--- config.mk ---
export PLATFORM = sky130hd
export DESIGN_NAME = rgbmf_front
export DESIGN_NICKNAME = d
export VERILOG_FILES = /design/src/rtl/rgbmf_pkg.sv /design/src/rtl/rgbmf_front.sv
export SDC_FILE = /design/constraint.sdc
export NUM_CORES = 1
export LEC_CHECK = 0
export ABC_CLOCK_PERIOD_IN_PS = 4700
export BUFFER_PORTS_ARGS = -buffer_cell sky130_fd_sc_hd__buf_2
export CELL_PAD_IN_SITES_DETAIL_PLACEMENT = 1
export CELL_PAD_IN_SITES_GLOBAL_PLACEMENT = 2
export CORE_MARGIN = 5
export CORE_UTILIZATION = 24
export CTS_CLUSTER_SIZE = 20
export DETAILED_ROUTE_END_ITERATION = 6
export MAX_ROUTING_LAYER = met4
export PLACE_DENSITY = 0.91
export SLEW_MARGIN = 40
export SYNTH_ARGS = -nofsm -noshare
export SYNTH_HDL_FRONTEND = slang
export SYNTH_SLANG_ARGS = --single-unit
--- constraint.sdc ---
create_clock -name clk -period 4.7 [get_ports clk]
set_input_delay 0.94 -clock clk [delete_from_list [all_inputs] [get_ports clk]]
set_output_delay 0.94 -clock clk [all_outputs]
set_load 0.02 [all_outputs]
--- src/rtl/rgbmf_pkg.sv ---
`timescale 1ns / 1ps
`default_nettype none
// ----------------------------------------------------------------------------
// rgbmf_pkg
// Shared constants, types and small helper functions for the median filter.
// ----------------------------------------------------------------------------
package rgbmf_pkg;

  localparam int MAX_WIDTH  = 1024;
  localparam int ROW_LIMIT  = 1024;
  localparam int COL_W      = $clog2(MAX_WIDTH);
  localparam int ROW_W      = $clog2(ROW_LIMIT);
  localparam int DIM_W      = 11;
  localparam int PIX_W      = 8;
  localparam int RGB_W      = 3 * PIX_W;
  localparam int SPAN       = 3;
  localparam int SLOT_W     = 2;
  localparam int ADDR_W     = 3;
  localparam int DATA_W     = 32;
  localparam int DQ_DEPTH   = 4;
  localparam int OQ_DEPTH   = 8;
  // room needed in the result queue for everything in flight plus one issue
  localparam int CREDIT_MAX = OQ_DEPTH - 3;

  localparam int REG_SEL_BIT = 2;
  localparam logic REG_WIDTH  = 1'b0;
  localparam logic REG_HEIGHT = 1'b1;

  localparam logic [DIM_W-1:0] WIDTH_RESET  = DIM_W'(640);
  localparam logic [DIM_W-1:0] HEIGHT_RESET = DIM_W'(480);

  typedef logic [PIX_W-1:0] pix_t;
  typedef pix_t [2:0] trio_t;   // [0] min, [1] middle, [2] max; also [2] red .. [0] blue

  // run of results released by one pixel
  typedef struct packed {
    logic [COL_W-1:0]  x0;
    logic [COL_W-1:0]  x1;
    logic [ROW_W-1:0]  y0;
    logic [ROW_W-1:0]  y1;
    logic [SLOT_W-1:0] slot;  // line store slot of row y0
  } desc_t;

  function automatic logic [SLOT_W-1:0] slot_inc(input logic [SLOT_W-1:0] s);
    return (s == SLOT_W'(SPAN - 1)) ? '0 : s + 1'b1;
  endfunction

  function automatic logic [SLOT_W-1:0] slot_dec(input logic [SLOT_W-1:0] s);
    return (s == '0) ? SLOT_W'(SPAN - 1) : s - 1'b1;
  endfunction

  // effective size minus one: zero acts as one, large values saturate
  function automatic logic [COL_W-1:0] dim_m1(input logic [DIM_W-1:0] v,
                                              input logic [DIM_W-1:0] lim);
    logic [DIM_W-1:0] e;
    e = v;
    if (v == '0) e = DIM_W'(1);
    if (v > lim) e = lim;
    return COL_W'(e - 1'b1);
  endfunction

  function automatic pix_t min2(input pix_t a, input pix_t b);
    return (a < b) ? a : b;
  endfunction

  function automatic pix_t max2(input pix_t a, input pix_t b);
    return (a > b) ? a : b;
  endfunction

  function automatic pix_t med3(input pix_t a, input pix_t b, input pix_t c);
    return max2(min2(a, b), min2(max2(a, b), c));
  endfunction

  function automatic trio_t sort3(input pix_t a, input pix_t b, input pix_t c);
    trio_t s;
    s[0] = min2(min2(a, b), c);
    s[2] = max2(max2(a, b), c);
    s[1] = med3(a, b, c);
    return s;
  endfunction

endpackage
`default_nettype wire

--- src/rtl/rgbmf_front.sv ---
`timescale 1ns / 1ps
`default_nettype none
// ----------------------------------------------------------------------------
// rgbmf_front
// Config registers, raster position, line store write and release decode.
// ----------------------------------------------------------------------------
module rgbmf_front import rgbmf_pkg::*; (
  input  wire logic              clk,
  input  wire logic              rst,
  input  wire logic              psel,
  input  wire logic              penable,
  input  wire logic              pwrite,
  input  wire logic [ADDR_W-1:0] paddr,
  input  wire logic [DATA_W-1:0] pwdata,
  output logic      [DATA_W-1:0] prdata,
  input  wire logic              in_valid,
  output logic                   in_stall,
  input  wire pix_t              in_red,
  input  wire pix_t              in_green,
  input  wire pix_t              in_blue,
  input  wire logic              q_full,
  input  wire logic              back_busy,
  output logic                   push,
  output desc_t                  push_desc,
  output logic      [SPAN-1:0]   wr_en,
  output logic      [COL_W-1:0]  wr_addr,
  output logic      [RGB_W-1:0]  wr_data,
  output logic      [COL_W-1:0]  w_m1,
  output logic      [ROW_W-1:0]  h_m1
);

  logic [DIM_W-1:0]  width_raw;
  logic [DIM_W-1:0]  height_raw;
  logic [COL_W-1:0]  col;
  logic [ROW_W-1:0]  row;
  logic [SLOT_W-1:0] slot;
  logic              cfg_wr;
  logic              accept;
  logic              hx;
  logic              hy;

  assign cfg_wr = psel && penable && pwrite;
  assign w_m1   = dim_m1(width_raw, DIM_W'(MAX_WIDTH));
  assign h_m1   = ROW_W'(dim_m1(height_raw, DIM_W'(ROW_LIMIT)));
  assign prdata = (paddr[REG_SEL_BIT] == REG_HEIGHT) ?
                  {(DATA_W-DIM_W)'(0), height_raw} : {(DATA_W-DIM_W)'(0), width_raw};

  // a new row only starts once the back end has finished the previous one
  assign in_stall = q_full || ((col == '0) && back_busy);
  assign accept   = in_valid && !in_stall;

  assign wr_en   = accept ? (SPAN'(1) << slot) : '0;
  assign wr_addr = col;
  assign wr_data = {in_red, in_green, in_blue};

  always_comb begin
    hx = 1'b0;
    push_desc.x0 = col;
    push_desc.x1 = col;
    if (col == w_m1) begin
      hx = 1'b1;
      push_desc.x1 = w_m1;
      push_desc.x0 = (w_m1 != '0) ? w_m1 - 1'b1 : '0;
    end else if (col != '0) begin
      hx = 1'b1;
      push_desc.x0 = col - 1'b1;
      push_desc.x1 = col - 1'b1;
    end
    hy = 1'b0;
    push_desc.y0 = row;
    push_desc.y1 = row;
    if (row == h_m1) begin
      hy = 1'b1;
      push_desc.y1 = h_m1;
      push_desc.y0 = (h_m1 != '0) ? h_m1 - 1'b1 : '0;
    end else if (row != '0) begin
      hy = 1'b1;
      push_desc.y0 = row - 1'b1;
      push_desc.y1 = row - 1'b1;
    end
    push_desc.slot = (row == '0) ? slot : slot_dec(slot);
  end

  assign push = accept && hx && hy;

  always_ff @(posedge clk) begin
    if (rst) begin
      width_raw  <= WIDTH_RESET;
      height_raw <= HEIGHT_RESET;
      col        <= '0;
      row        <= '0;
      slot       <= '0;
    end else if (cfg_wr) begin
      if (paddr[REG_SEL_BIT] == REG_HEIGHT) begin
        height_raw <= pwdata[DIM_W-1:0];
      end else begin
        width_raw <= pwdata[DIM_W-1:0];
      end
      col  <= '0;
      row  <= '0;
      slot <= '0;
    end else if (accept) begin
      if (col == w_m1) begin
        col <= '0;
        if (row == h_m1) begin
          row  <= '0;
          slot <= '0;
        end else begin
          row  <= row + 1'b1;
          slot <= slot_inc(slot);
        end
      end else begin
        col <= col + 1'b1;
      end
    end
  end

endmodule
`default_nettype wire

=== After elaboration in Yosys (flattened, before gate mapping) ===
Cells that the tools add are included.

* Bits in registers: 44
* Input port bits: 67
* Output and inout port bits: 133

* Add/sub/neg operators: 10
* Order comparisons: 2
* Eq/ne operators: 3
* Shift operators: 1
* Mux-type cells: 22
* Bitwise logic cells: 1
* Reduce and logical (&&, ||, !) cells: 21

{| class="wikitable"
|+ Operators with widths
! cell !! count
|-
| 10-bit two-way mux || 8
|-
| 20-bit two-way mux || 4
|-
| 10-bit by 1-bit subtractor with 10-bit output (second input constant) || 6
|-
| 10-bit nonzero test || 4
|-
| 11-bit > comparator (second input constant) || 2
|-
| 11-bit zero test || 2
|-
| 10-bit by 1-bit adder with 10-bit output (second input constant) || 2
|-
| 10-bit equality test || 2
|-
| 10-bit zero test || 2
|-
| 11-bit two-way mux || 1
|-
| 2-bit two-way mux || 4
|-
| 1-bit logical AND || 6
|-
| 2-bit AND reduction || 3
|-
| 1-bit two-way mux || 4
|-
| 3-bit two-way mux || 1
|-
| 1-bit by 2-bit left shift with 3-bit output (first input constant) || 1
|-
| 2-bit by 1-bit adder with 2-bit output (second input constant) || 1
|-
| 2-bit equality test (second input constant) || 1
|-
| 2-bit zero test || 1
|-
| 2-bit OR reduction || 1
|-
| 2-bit by 1-bit subtractor with 2-bit output (second input constant) || 1
|-
| 1-bit zero test || 1
|-
| 1-bit logical OR || 1
|-
| 1-bit inverter || 1
|}

=== Logic depth before layout (Yosys ltp) ===
Gate-level depths: netlist of the first run.

* Depth in word-level cells: 8
* Mapped depth: 17
* Mapped depth without buffers: 12

=== Worst setup path after synthesis of the first run ===
OpenSTA, ideal clock, no wires.

* Path type: register to output
* Start point: reg width_raw[6]
* End point: out push_desc[37] (netlist bit)
* Arrival: 4.258 ns
* Path slack: -0.498 ns
* Cell stages (with the launch flop): 15
* Cell sequence: dfxtp_1 > clkbuf_1 > or4_1 > nor4b_4 > o21ai_1 > ha_1 > nand2_1 > mux2i_1 > a21oi_1 > xor2_1 > nor4_2 > and3_1 > buf_2 > o31ai_2 > o32ai_1

{| class="wikitable"
|+ RTL lines
! item !! RTL line !! text
|-
| start, declared || rgbmf_front.sv:32 || <nowiki>logic [DIM_W-1:0] width_raw;</nowiki>
|-
| start signal, assigned || rgbmf_front.sv:97 || <nowiki>width_raw <= pwdata[DIM_W-1:0];</nowiki>
|-
| end, declared || rgbmf_front.sv:24 || <nowiki>output desc_t push_desc,</nowiki>
|}

==> results.txt, run 1 <==
The run finished, with violations left. The final reports fail on negative setup slack. The slowest stage cell on the critical path is or4_4. The mapped netlist covers 5040 sq um. The final cell area excluding filler cells is 6720 sq um.

The maximum number of pins on one net before global-route repair came out at 25. In this run switching power makes up 31.7% of total power. The number of nets at the end of the flow came out at 900. The max-slew violation count is 0. The full die area came out at 24000 sq um. The area of placed instances came out at between 6000 and 7000 sq um. The combinational power share is 28.0%.

The clock transition at the registers of the reported paths is 0.06 ns. The cell repeated most along the worst path is buf_4. The total count of hold-check failures in the final report is 0. Registers are responsible for about a third of the overall power.

The worst endpoint required time came out at approximately 3.8 ns. Setup violations remaining at the end of the flow were counted as 4. The wire length per cell is 17.6 microns. The slew at the pin with the worst max-slew slack came out at about 0.8 ns. The hold-fix buffer count after cts is 0. In this run the standard cell core region covers around 21000 sq um.

The startpoint type of the worst setup path is a flip-flop. The leakage dissipation is 0.00284 uW. Once detail routing completed, the nets flagged for antenna violations numbered 0. The total power after layout came out at about 1100 uW. The internal power of the cells totals between 700 and 800 uW.

For the worst setup path, the data arrival time is 3.79 ns. Based on the critical path, the design can be clocked at up to 211 MHz. The share of the core filled with cells in the final layout is roughly 32%. The number of H-tree levels came out at 2. The largest single stage delay on the critical path is ~0.55 ns. The maximum VDD drop came out at 0.121 mV. The initial standard-cell utilization of the core came out at 24.2%. The worst path uses 101% of the clock period. The routability congestion estimate is 0.897. The number of storage elements in the synthesis netlist is 44. For this run, the detailed router's first-pass iteration total came to 4. The number of warnings printed during yosys synthesis came out at 0. The die outline width came out at roughly 150 microns.

The via count of the first global-routing pass is 5509. The register area share after synthesis is around 17%. The type of the tightest min-delay check is reg -> reg.

The total overflow left after global routing is 0. Global routing used 15.6% of the available tracks. Dividing the detail-routed via count by the number of cells gives 5.02. The via count came out at 5486. The row count came out at 53. The post-detailed-placement half-perimeter wirelength came out at between 10 and 15 mm. The count of cell types in the netlist is 76.

Of the total power, the clock network draws 38.0%. For this run, the leading register cell type out of synthesis is dfxtp_1. Setup repair after global routing could not meet its margin everywhere. The number of clock buffers added by TritonCTS is 5. Walking the worst path, the cells encountered are or4_4 > nor4b_4 > o21ai_4 > ha_4 > buf_4 > nand3_1 > xor2_2 > a21oi_4 > xnor2_1 > and3_4 > o31ai_4 > buf_6 > o32ai_2 > buf_4. The tree built by TritonCTS fans out to 44 sinks. The number of antenna violations at the first check in global routing came out at 0. The CTS tree is yes.

The minimum clock period after layout is roughly 4.7 ns. The power density over cell area came out at 169 nW/um^2. In this run the worst path has a maximum fanout of 12.

In the synthesized netlist, the number of instances is 706. The worst slew margin relative to its limit came out at a little under half. The number of buffers on the longest clock path is 2. The number of enable-type register cells in the synthesized netlist is 0.

The overall die height is between 150 and 200 microns. The wire length of the first global-routing pass came out at 30.0 mm. The remaining routing DRC violations is 0. The clock latency of the later-clocked register in the worst-skew pair came out at around 0.29 ns. The signed area change from the synthesized netlist to the final layout came out at 33.2%. The number of antenna diodes is 0. The share of async-settable or async-resettable flops after synthesis came out at 0%. In this run the tool buffered the top-level ports with 107 buffer cells. STA classifies the critical path endpoint as an output pin. After filler insertion, the fill cell instance count of the layout stands at 2595. The count of max-cap constraint violations is 0. The cell at the root of the clock tree is clkbuf_16. The average instance in the mapped netlist occupies around 7.1 sq um. The number of I/O pins is 200. The post-place setup slack came out at -0.0176 ns. The net switching power came out at about 360 uW. The total detailed-routing wirelength is 19.2 mm. The critical path in this run is classified as reg -> out.

The number of DRC markers after the initial detailed-route iteration is 271. The worst clock skew on the final layout came out at between 0.003 and 0.004 ns. Across all setup checks in the final design, the least slack found is -0.0342 ns. The ratio of cells with drive above 1 in the final layout is approximately a third.
flip-flops by register name, indices dropped and copies added (netlist names):
| name | flops |
|---|---|
| height_raw | 11 |
| width_raw | 11 |
| row | 10 |
| wr_addr | 10 |
| slot | 2 |
cell usage in the layout (no fill, tap or decap), drive strengths merged, types with 3 or more instances in the layout:
cell type	count
a41oi	3
or2	3
a21oi	40
xnor2	29
o21bai	4
a211oi	9
a22oi	3
nand2	86
and4	4
o22ai	11
conb	21
a32oi	4
nand2b	12
nand3	16
dfxtp	44
nor2b	6
and2	5
o211ai	5
buf	181
a2111oi	4
inv	32
or3	5
mux2i	16
ha	16
a22o	4
a211o	5
o21ai	36
nand3b	10
xor2	19
nor3b	3
nand4	14
mux2	10
a31oi	8
and3	11
a21o	3
clkbuf	7
nor2	57
nor3	22
or4	7
nor4	13
power by group through the flow:
stage	clock, uW	sequential [uW]	combinational, uW
6_report	431	385	317
5_1_grt	451	385	341
4_1_cts	440	384	303
3_5_place_dp	0	392	293
3_3_place_gp	0	392	288
2_1_floorplan	0	391	234
cells by family (layout without fill, tap and decap cells):
logic type      Yosys count  in the layout  share of synthesized area [%]
fa+ha+maj                16             16                           3.97
buf+inv                 130            221                           13.7
flops                    44             44                           17.5
compound gates          158            159                           21.1
xor+xnor                 49             49                           8.93
other cells               1             21                         0.0744
simple gates            282            282                           29.4
mux                      26             26                           5.41
per-stage QoR:
step | hold slack, ns | TNS, ns | instances
detailed placement | 0.547 | -0.0176 | 1074
finish | 0.549 | -0.0714 | 1093
global placement | 0.522 | 0 | 1074
floorplan | 0.468 | -0.120 | 726
CTS | 0.560 | -0.0533 | 1087
global route | 0.603 | -2.29 | 1093
layer usage:
metal	wire, microns	vias to the layer above	GRT usage [%]
met2	9170	131	25.2
met4	206	0	2.78
met1	8930	2674	21.1
met3	879	14	2.20
li1	-	2667	-
met5	0	-	-
cell usage after synthesis (all sizes together) (3+ instances only):
library cell | n | area share [%]
a2111oi | 4 | 0.82
a211o | 5 | 0.87
a211oi | 9 | 1.3
a21o | 3 | 0.45
a21oi | 40 | 4.1
a22o | 4 | 0.69
a22oi | 3 | 0.45
a31oi | 8 | 0.99
a32oi | 4 | 0.69
a41oi | 3 | 0.52
and2 | 5 | 0.62
and3 | 11 | 1.5
and4 | 4 | 0.69
buf | 60 | 8.5
clkbuf | 38 | 2.8
dfxtp | 44 | 17
ha | 16 | 4.0
inv | 32 | 2.4
mux2 | 10 | 2.2
mux2i | 16 | 3.2
nand2 | 86 | 6.4
nand2b | 12 | 1.5
nand3 | 16 | 1.6
nand3b | 10 | 1.5
nand4 | 14 | 1.7
nor2 | 57 | 4.2
nor2b | 6 | 0.74
nor3 | 22 | 2.3
nor3b | 3 | 0.45
nor4 | 13 | 2.2
o211ai | 5 | 0.74
o21ai | 36 | 3.6
o21bai | 3 | 0.67
o22ai | 11 | 1.5
or2 | 3 | 0.37
or3 | 5 | 0.62
or4 | 7 | 1.1
xnor2 | 29 | 5.0
xor2 | 19 | 3.4
critical path: cells and delay by family (launching register included):
kind	cells	cell delay, ns
compound gates	4	0.80
fa+ha+maj	1	0.19
buf+inv	3	0.51
flops	1	0.32
xor+xnor	2	0.33
simple gates	4	1.32
worst paths after layout:
check / to / cells after the start / slack (ns) / from
setup / recovery: push_desc[37] / 14 / -0.03 / width_raw[8]$_SDFFE_PP0P_
hold / removal: slot[0]$_SDFFE_PP0P_ / 1 / 0.55 / slot[0]$_SDFFE_PP0P_
setup reg to reg: wr_addr[6]$_SDFFE_PP0P_ / 15 / 0.93 / width_raw[8]$_SDFFE_PP0P_
hold reg to reg: slot[0]$_SDFFE_PP0P_ / 1 / 0.55 / slot[0]$_SDFFE_PP0P_
cell type report:
type	instances	area [sq um]	area share, %
Tap cell	275	344	5.12
Timing Repair Buffer	181	1200	17.8
Multi-Input combinational cell	553	3990	59.4
Clock inverter	1	30.0	0.447
Clock buffer	7	153	2.27
Sequential cell	44	883	13.2
Inverter	32	123	1.83
timing repair:
action | CTS | global route
pin swaps | 11 | 10
cloned | 1 | 0
buffers inserted | 4 | 6
setup endpoints to repair | 33 | 34
gates resized for setup | 30 | 50
Power figures use the tool's default switching activity.
==> run 2: changes to the inputs <==
- ABC_CLOCK_PERIOD_IN_PS: 4700 -> 4000
- CAP_MARGIN: unset -> 5
- CTS_BUF_LIST: unset -> sky130_fd_sc_hd__clkbuf_16
- clock period: 4.7 -> 4 ns (I/O delays scaled with it)
==> results.txt, run 2 (same netlist as run 1, synthesis figures left out) <==
The maximum fanout encountered on the critical timing path came to 6 (was 12). The clock transition at the registers of the reported paths came out at 0.07 ns (was 0.06 ns). The cell at the root of the clock tree is clkbuf_16 (unchanged). The number of buffers on the longest clock path came out at 2 (unchanged). The final cycle utilization of the critical path came out at 114%. The count of fill cells added during filler insertion is 2481 (was 2595).

The maximum number of pins on one net before global-route repair is 25 (unchanged). The core area came out at 20800 sq um (unchanged). The remaining routing DRC violations came out at 0 (unchanged).

The signed area change from the synthesized netlist to the final layout is 54.7% (was 33.2%). The post-detailed-placement half-perimeter wirelength is 15.7 mm (was 14.8 mm). The slew at the pin with the worst max-slew slack is 0.647 ns (was 0.807 ns).

The worst endpoint required time is 3.20 ns (was 3.76 ns). The maximum VDD drop came out at 0.146 mV (was 0.121 mV). The critical path capture point type is an output pin (unchanged). The number of DRC markers after the initial detailed-route iteration came to 332 (was 271). The worst slew margin relative to its limit came out at 56.7% (was 46.0%).

The total count of hold-check failures in the final report was 0 (unchanged). The start point of the worst min-delay path is height_raw[0]$_SDFFE_PP0P_ (was slot[0]$_SDFFE_PP0P_). The via count was 5878 (was 5486). The wire length of the first global-routing pass was 33.8 mm (was 30.0 mm). The end of the worst register-to-register path was wr_addr[6]$_SDFFE_PP0P_ (unchanged). The number of antenna violations at the first check in global routing came out at 0 (unchanged). The origin of the critical flop-to-flop path was width_raw[6]$_SDFFE_PP0P_ (was width_raw[8]$_SDFFE_PP0P_). The initial standard-cell utilization of the core came out at 24.2% (unchanged). The power density over cell area was 181 nW/um^2 (was 169 nW/um^2). The setup total negative slack came to -17.10 ns (was -0.0714 ns). The via count normalized by instance count is 5.08 (was 5.02). The class of the most critical setup path is reg -> out (unchanged).

The number of search-and-repair iterations in the first detailed-routing pass is 4 (unchanged). The final count of negative-setup-slack endpoints is 41 (was 4). Top library cells by usage in the layout, fill and taps aside: buf_4, nand2_1, buf_2, buf_6, nor2_1 (was buf_2, nand2_1, buf_4, nor2_1, dfxtp_1).

The clock latency of the later-clocked register in the worst-skew pair is 0.29 ns (about the same). The number of I/O pins came out at 200 (unchanged). The number of antenna diodes is 0 (unchanged). The full die area came to 24000 sq um (unchanged). The die outline width is 155 microns (unchanged). The least setup slack across all paths after layout was -0.569 ns (was -0.0342 ns).

For the finished layout, the period the worst path requires is 4.57 ns. The number of nets at the end of the flow is 965 (was 900). The leakage dissipation is 0.00325 uW (was 0.00284 uW). The type of the tightest min-delay check is reg -> reg (unchanged). The max-slew violation count came out at 0 (unchanged). The global-route usage over all layers came out at 17.6% (was 15.6%).

The number of H-tree levels came to 2 (unchanged). Largest regs: height_raw (11), width_raw (11) (unchanged). The hold-fix buffer count after cts is 0 (unchanged).

The via count of the first global-routing pass is 6117 (was 5509). The reg2reg setup slack was 0.21 ns (was 0.93 ns). The number of buffers created by CTS is 5 (unchanged). The most frequent standard cell in the layout excluding fill and tap cells was buf_4 (was buf_2). Status: finished with violations (unchanged).

The final hold slack is 0.498 ns (was 0.549 ns). The arrival time of the worst setup path came out at 3.77 ns (was 3.79 ns). Setup repair after global routing missed its margin: true (unchanged). The overall die height came out at 155 microns (unchanged). The CTS tree is yes (unchanged). The sink count of the clock tree is 44 (unchanged). The count of antenna-violating nets left after detailed routing came out at 0 (unchanged). The count of max-cap constraint violations is 0 (unchanged).

The instance count along the most critical hold path is 2 (was 1). The endpoint with the worst hold slack is height_raw[0]$_SDFFE_PP0P_ (was slot[0]$_SDFFE_PP0P_). The wire length per cell is 19.1 microns (was 17.6 microns). The achievable clock frequency came out at 219 MHz. The worst clock skew on the final layout came out at 0.00635 ns (was 0.00376 ns).

The total detailed-routing wirelength is 22.1 mm (was 19.2 mm). The ratio of cells with drive above 1 in the final layout is 43.5% (was 34.5%). The cell count of the worst reg-to-reg path came out at 14 (was 15).

The routability congestion estimate is 0.854 (was 0.897). The count of buffers from port buffering came out at 107 (unchanged). The overflow left after global routing is 0 (unchanged). The startpoint type of the worst setup path is a flip-flop (unchanged). Failing checks: negative setup slack (unchanged). The row count was 53 (unchanged).
[run 2: changes by cell type in the layout (fill, tap and decap cells not counted), sizes merged]
cell / delta
buf: +64
and2: +1
bufinv: +1
clkbuf: -2
[run 2: repair_timing]
item / 4_1_cts / 5_1_grt
cloned: 3 / 0
pin swaps: 24 / 20
setup buffers: 20 / 9
gates resized for setup: 127 / 42
setup endpoints to repair: 41 / 42
[run 2: worst max-delay path by stage]
| stage | startpoint | endpoint | slack [ns] |
|---|---|---|---|
| floorplan | width_raw[6]$_SDFFE_PP0P_ | push_desc[37] | -0.37 |
| global placement | width_raw[6]$_SDFFE_PP0P_ | push_desc[25] | -0.35 |
| detailed placement | width_raw[6]$_SDFFE_PP0P_ | push_desc[25] | -0.39 |
| CTS | width_raw[6]$_SDFFE_PP0P_ | push_desc[33] | -0.51 |
| global route | width_raw[6]$_SDFFE_PP0P_ | push_desc[32] | -0.72 |
| finish | width_raw[6]$_SDFFE_PP0P_ | push_desc[32] | -0.57 |
[run 2: layout make-up]
type	instances	area, sq um	share of cell area, %
repair buffers	245	1920	24.6
multi-input cells	554	4340	55.6
inverters	32	120	1.54
clock buffers	5	125	1.60
well taps	275	344	4.41
clock inverters	2	60.1	0.770
flip-flops and latches	44	891	11.4
[run 2: worst max-delay path: stages (launching register included)]
cell      delay [ns]
dfxtp_2         0.32
or4_4           0.55
nor4b_4         0.35
o21ai_4         0.11
ha_4            0.20
xnor2_4         0.14
a221oi_2        0.28
a21oi_2         0.06
a31o_2          0.25
nor4_4          0.28
and3_4          0.33
o31ai_4         0.14
buf_6           0.17
o22ai_4         0.15
buf_6           0.14
[run 2: stage by stage]
stage	setup slack, ns	std cells	utilization, %	total power [uW]	cell area [sq um]
3_3_place_gp	-0.351	1122	32.5	838	6770
3_5_place_dp	-0.386	1122	32.5	846	6770
6_report	-0.569	1157	37.5	1410	7800
5_1_grt	-0.724	1157	37.5	1470	7800
4_1_cts	-0.506	1151	36.4	1400	7590
2_1_floorplan	-0.371	726	-	755	5660
[run 2: metal layers]
layer / GRT usage (%) / share of wire [%]
met5: - / 0
met4: 3.53 / 1.9
met3: 2.36 / 3.7
met2: 30.5 / 51
met1: 22.0 / 44
[run 2: where the power goes]
group,internal [uW],switching [uW],total [uW]
clock,355,181,536
sequential,444,7.55,452
combinational,169,254,423
total,968,442,1410
